**src/rtl/frw_pkg.sv**
```systemverilog
`timescale 1ns / 1ps
// ----------------------------------------------------------------------------
// frw_pkg: shared types and constants of the flight recorder ring writer
// Header field positions, length limits, the header packer and the command and
// status bundles that join the controller and the datapath.
// ----------------------------------------------------------------------------
package frw_pkg;

  // Default ring size as log2 of the word count
  localparam int unsigned RING_LOG2_DEF = 12;

  // Field widths
  localparam int unsigned WORD_W = 64;
  localparam int unsigned LEN_W  = 10;
  localparam int unsigned TYPE_W = 4;
  localparam int unsigned CODE_W = 13;

  // Header bit positions
  localparam int unsigned HDR_LEN_LSB  = 54;
  localparam int unsigned HDR_USER_BIT = 53;
  localparam int unsigned HDR_TYPE_LSB = 49;
  localparam int unsigned HDR_CODE_LSB = 36;

  // Payload length limit and header/timestamp overhead
  localparam logic [LEN_W-1:0] MAX_PAYLOAD = 10'd1021;
  localparam logic [LEN_W-1:0] EVENT_OVERHEAD = 10'd2;

  // Controller to datapath commands
  typedef struct packed {
    logic load;        // capture the input item
    logic close;       // publish an event that was left open
    logic plan;        // work out padding and walk threshold
    logic gap_capture; // register tail minus head
    logic head_step;   // advance head by the stored header length
    logic wr_pay;      // write one payload word
    logic wr_pad;      // write the padding header
    logic wr_hdr;      // write the event header
    logic wr_stamp;    // write the timestamp
  } frw_cmd_t;

  // Datapath to controller status
  typedef struct packed {
    logic open_event;  // payload words still outstanding
    logic walk_more;   // head must move before the event fits
    logic pad_needed;  // event would straddle the ring end
    logic slot_free;   // output register can take a word
  } frw_sts_t;

  // Pack an event header word
  function automatic logic [WORD_W-1:0] pack_header(
    input logic [LEN_W-1:0]  total,
    input logic              user_flag,
    input logic [TYPE_W-1:0] ev_type,
    input logic [CODE_W-1:0] ev_code
  );
    logic [WORD_W-1:0] hdr;
    hdr = '0;
    hdr[HDR_LEN_LSB +: LEN_W]   = total;
    hdr[HDR_USER_BIT]           = user_flag;
    hdr[HDR_TYPE_LSB +: TYPE_W] = ev_type;
    hdr[HDR_CODE_LSB +: CODE_W] = ev_code;
    return hdr;
  endfunction

endpackage

```
**src/rtl/frw_ctrl.sv**
```systemverilog
`timescale 1ns / 1ps
// ----------------------------------------------------------------------------
// frw_ctrl: sequencer of the flight recorder ring writer
// Steps a begin item through close, planning, head walk and the word writes,
// and a payload item to its word write, issuing one command bundle per cycle.
// ----------------------------------------------------------------------------
module frw_ctrl
  import frw_pkg::*;
(
  input  logic     clk_i,
  input  logic     rst_ni,
  input  logic     in_valid_i,
  output logic     in_ready_o,
  input  logic     func_i,
  input  frw_sts_t sts_i,
  output frw_cmd_t cmd_o
);

  typedef enum logic [3:0] {
    ST_IDLE,
    ST_CLOSE,
    ST_PLAN,
    ST_CHECK,
    ST_STEP,
    ST_PAD,
    ST_HDR,
    ST_STAMP,
    ST_PAY
  } state_e;

  state_e state_q, state_d;

  // Decode commands and next state
  always_comb begin
    state_d = state_q;
    cmd_o   = '0;
    case (state_q)
      ST_IDLE: begin
        if (in_valid_i) begin
          cmd_o.load = 1'b1;
          state_d    = func_i ? ST_PAY : ST_CLOSE;
        end
      end
      ST_CLOSE: begin
        cmd_o.close = 1'b1;
        state_d     = ST_PLAN;
      end
      ST_PLAN: begin
        cmd_o.plan = 1'b1;
        state_d    = ST_CHECK;
      end
      ST_CHECK: begin
        cmd_o.gap_capture = 1'b1;
        if (sts_i.walk_more) begin
          state_d = ST_STEP;
        end else if (sts_i.pad_needed) begin
          state_d = ST_PAD;
        end else begin
          state_d = ST_HDR;
        end
      end
      ST_STEP: begin
        cmd_o.head_step = 1'b1;
        state_d         = ST_CHECK;
      end
      ST_PAD: begin
        if (sts_i.slot_free) begin
          cmd_o.wr_pad = 1'b1;
          state_d      = ST_HDR;
        end
      end
      ST_HDR: begin
        if (sts_i.slot_free) begin
          cmd_o.wr_hdr = 1'b1;
          state_d      = ST_STAMP;
        end
      end
      ST_STAMP: begin
        if (sts_i.slot_free) begin
          cmd_o.wr_stamp = 1'b1;
          state_d        = ST_IDLE;
        end
      end
      ST_PAY: begin
        // drop a payload item that has no open event
        if (!sts_i.open_event) begin
          state_d = ST_IDLE;
        end else if (sts_i.slot_free) begin
          cmd_o.wr_pay = 1'b1;
          state_d      = ST_IDLE;
        end
      end
      default: begin
        state_d = ST_IDLE;
      end
    endcase
  end

  assign in_ready_o = (state_q == ST_IDLE);

  // Hold state
  always_ff @(posedge clk_i or negedge rst_ni) begin
    if (!rst_ni) begin
      state_q <= ST_IDLE;
    end else begin
      state_q <= state_d;
    end
  end

endmodule

```
**config.mk**
```make
export PLATFORM = sky130hd
export DESIGN_NAME = frw_ctrl
export DESIGN_NICKNAME = d
export VERILOG_FILES = /design/src/rtl/frw_pkg.sv /design/src/rtl/frw_ctrl.sv
export SDC_FILE = /design/constraint.sdc
export NUM_CORES = 1
export LEC_CHECK = 0
export BUFFER_PORTS_ARGS = -buffer_cell sky130_fd_sc_hd__buf_2
export CAP_MARGIN = 40
export CORE_AREA = 4 4 42 44
export CTS_BUF_LIST = sky130_fd_sc_hd__clkbuf_2 sky130_fd_sc_hd__clkbuf_4 sky130_fd_sc_hd__clkbuf_8
export DETAILED_ROUTE_END_ITERATION = 7
export DIE_AREA = 0 0 46 48
export PLACE_DENSITY = 0.52
export SLEW_MARGIN = 20
export SYNTH_ARGS = -nofsm -noshare
export SYNTH_HDL_FRONTEND = slang
export SYNTH_SLANG_ARGS = --single-unit
```
**constraint.sdc**
```tcl
create_clock -name clk_i -period 1.5 [get_ports clk_i]
set_input_delay 0.3 -clock clk_i [delete_from_list [all_inputs] [get_ports clk_i]]
set_output_delay 0.3 -clock clk_i [all_outputs]
set_load 0.05 [all_outputs]
```
Yosys cells after proc, flatten, opt, wreduce, memory -nomap -nowiden --
Index checks and enable logic that the tools add are counted.
Storage, ports and cells: word-level logic and storage cells 36, input port bits 8, bits in registers 4, output and inout port bits 10
Operators by class: reduce and logical (&&, ||, !) cells 3, muxes and demuxes 21, eq/ne operators 11
Operators with widths (count):
- case mux 4 bit (8 select lines) | 1
- 2-to-1 mux 4 bit | 7
- == test 4 x 3 -> 1 bit (second input constant) | 4
- 2-to-1 mux 1 bit | 12
- == test 4 x 2 -> 1 bit (second input constant) | 2
- != test 2 bit (second input constant) | 3
- == test 4 x 1 -> 1 bit (second input constant) | 1
- == test 4 bit (second input constant) | 1
- logical NOT 4 bit | 1
- AND reduction 3 bit | 1
- 2-to-1 mux 2 bit | 1
- OR reduction 2 bit | 1

Logic depth before layout (Yosys ltp) --
depth after elaboration 3, depth in mapped cells 6, mapped depth without buffers 4

Worst setup path after synthesis --
Ideal clock, no wire load.
path kind reg2out, start point register state_q[2], end point output cmd_o[8] (netlist name), buffers on the path 2, cell stages (with the launch flop) 5, data arrival time 2.856 ns, slack -1.656 ns, required time 1.200 ns, path through dfrtp_1 > buf_6 > buf_2 > nor4_1 > and2_1
RTL lines:
- start, declared | RTL line frw_ctrl.sv:31 | state_e state_q, state_d;
- start signal, assigned | RTL line frw_ctrl.sv:106 | state_q <= state_d;
- end, declared | RTL line frw_ctrl.sv:16 | output frw_cmd_t cmd_o

==> impl_metrics.ini <==
[finish]
largest_register_ffs = 4
multiInputGateArea_um2 = 382
final_common_cell = buf_4
largestRegisters = state_q (4)
layout_common_cells = buf_4, buf_6, buf_2
final_util_pct = 64.7
layout.cells.non_filler = 113
nNetsFinal = 106
top_register = state_q
area_delta_synth_final_pct = 137
drive_above_1_share_pct = 71.1
register_area_um2 = 104
n_fill_cell = 118
num_antenna_cells = 0

[floorplanning]
dieArea_mm2 = 0.00221
placementRows = 14
die_w_um = 46
io_pins = 18
coreArea_mm2 = 0.00144
start_util_pct = 27.3
die-height_um = 48

[synth]
synth.ff_latch_count = 4
seq_area_frac_synth_pct = 25.6
ys_warn_count = 0
synthMuxAreaShare_pct = 0
yosysUniqueCellTypes = 26
synthSimpleGateAreaFrac_pct = 39.9
synth_top_area_share_pct = 25.6
syn_nets = 63
synth_compound_area_share_pct = 24.0
synthTopCellsByArea = dfrtp_1, nor2_1, nor3_1, o32ai_1, buf_2
synth_edf_count = 0
avgSynthCellArea_um2 = 7.12
syn_inst = 55
synth_ff_type = dfrtp_1
yosysTopAreaCell = dfrtp_1
async_flop_share_pct = 100
synth_xor_area_share_pct = 0
synth_area_um2 = 392
synth_top_family_by_area = simple AND/OR/NAND/NOR gates
synthAdderAreaFrac_pct = 0

[clock_tree]
clock_path_buffers = 2
cts_tree = yes
htree_levels = 1
path_clk_slew_ns = 0.05
clk_latency_ns = 0.25
clock_sinks = 4
cts.root.buffer_cell = clkbuf_4
cts_buffers = 3

[grt]
overflow = 0
grt_max_degree = 8
grt_pass1_vias = 534
antenna_found_initial = 0
grt_pass1_wl_um = 2170
track_usage_pct = 14.0

[power_and_ir_drop]
p_switching_mw = 1.08
internal-power_mw = 1.18
comb_power_share_pct = 80.3
p_clk_share_pct = 7.6
sw_frac_of_total_pct = 47.8
power_density_mw_per_mm2 = 2440
ir_drop_v = 0.00116
sequentialPowerShare_pct = 12.1
leakage_nw = 0.415

[critical_path]
setup.worst_path.end_class = output pin
worst_ep_arrival_time_ns = 1.35
crit_fanout = 7
crit_type = reg -> out
crit_path_max_incr_delay_ns = 0.46
critPathSlowestCell = dfrtp_2
crit_required_ns = 1.20
worstPathCellList = nor4_4 > and2_4 > buf_8
worstSetupStartpointType = register
r2r-start = state_q[3]
crit_start = state_q[2]

[timing]
holdWs_ns = 0.325
clock_skew_ns = 0.0116
setup_ws_ns = -0.154
drv_slew = 0
setup_violations = 13
hold_viol = 0
tightest_slew_ns = 0.250
rsz0062_at_grt = yes
fin_crit_sh_pct = 110
clock.fmax_mhz = 605
relSlewSlack_pct = 83.2
fin_crit_ns = 1.65

[routing]
routedWlPerCell_um = 12.6
routed_wl_um = 1430
drc = 0
vias = 585
drtIter0Drc = 5
antenna_left = 0
avgViaCountPerCell = 5.18
firstDrtPassIters = 4

[job]
cap_violations = 0

[status]
status = finished, violations left
violations = negative setup slack

[placed_design]
place_congestion = 0.711
io_buffers = 17
dpl.hpwl_um = 973
dp.cells = 99

[worst_hold_path]
hold_class = in -> reg
hp-start = func_i
==> final cells by class <==
class                           count  share of cell area [%]
Inverter                            3                    1.48
Sequential cell                     4                    11.2
Clock buffer                        4                    3.23
Timing Repair Buffer               43                    40.9
Tap cell                           16                    2.15
Multi-Input combinational cell     43                    41.0
==> cells by family after synthesis <==
kind of cell	count (synthesis)
and+or+nand+nor	30
DFF	4
AOI/OAI and AO/OA	13
buffers and inverters	8
==> metrics by stage <==
step	instance area, µm²	TNS [ns]	setup WS, ns	total power, mW
5_1_grt	930	-1.86	-0.218	2.40
2_1_floorplan	472	-2.12	-0.499	1.15
4_1_cts	906	-1.15	-0.155	2.22
3_3_place_gp	669	-0.273	-0.102	1.57
3_5_place_dp	669	-0.251	-0.112	1.56
6_report	930	-1.13	-0.154	2.27
==> Yosys cell counts (all sizes together), types with 2 or more instances <==
cell    number
nor3         5
buf          4
inv          3
o21ai        3
dfrtp        4
nor2         8
nand2b       2
o32ai        2
nand3        2
nor4         2
nand3b       2
nand2        4
a21oi        2
==> path summary, 6_finish.rpt <==
path / end / slack [ns] / cells after the start
max: cmd_o[8] / -0.15 / 3
min: state_q[3] / 0.33 / 3
max reg2reg: state_q[1] / -0.08 / 5
min reg2reg: state_q[2] / 0.57 / 1
max in group asynchronous: state_q[2] / 0.98 / 2
min in group asynchronous: state_q[0] / 0.38 / 2
==> power by group through the flow <==
stage / Sequential (mW) / Clock (mW) / Combinational [mW]
floorplan: 0.203 / 0 / 0.948
global placement: 0.272 / 0 / 1.30
detailed placement: 0.273 / 0 / 1.29
CTS: 0.274 / 0.176 / 1.77
global route: 0.285 / 0.185 / 1.93
finish: 0.274 / 0.172 / 1.82
==> worst max-delay path: cells and delay by family (launching register included) <==
family        cells  cell delay [ns]
simple gates      2             0.52
buf+inv           1             0.14
flops             1             0.46
==> routing by layer <==
layer	global-route usage [%]	vias to the layer above	part of all wire (%)
met5	0	-	0
met2	24.5	13	52
li1	-	286	-
met3	1.13	4	3.6
met1	15.7	282	42
met4	10.2	0	2.4
==> what timing repair did <==
item / CTS / global route
hold buffers: 1 / 0
pin swaps: 11 / 5
gates resized for setup: 42 / 2
buffers inserted: 8 / 2
hold endpoints to repair: 4 / 0
setup endpoints to repair: 13 / 13
(Power assumes the default switching activity.)
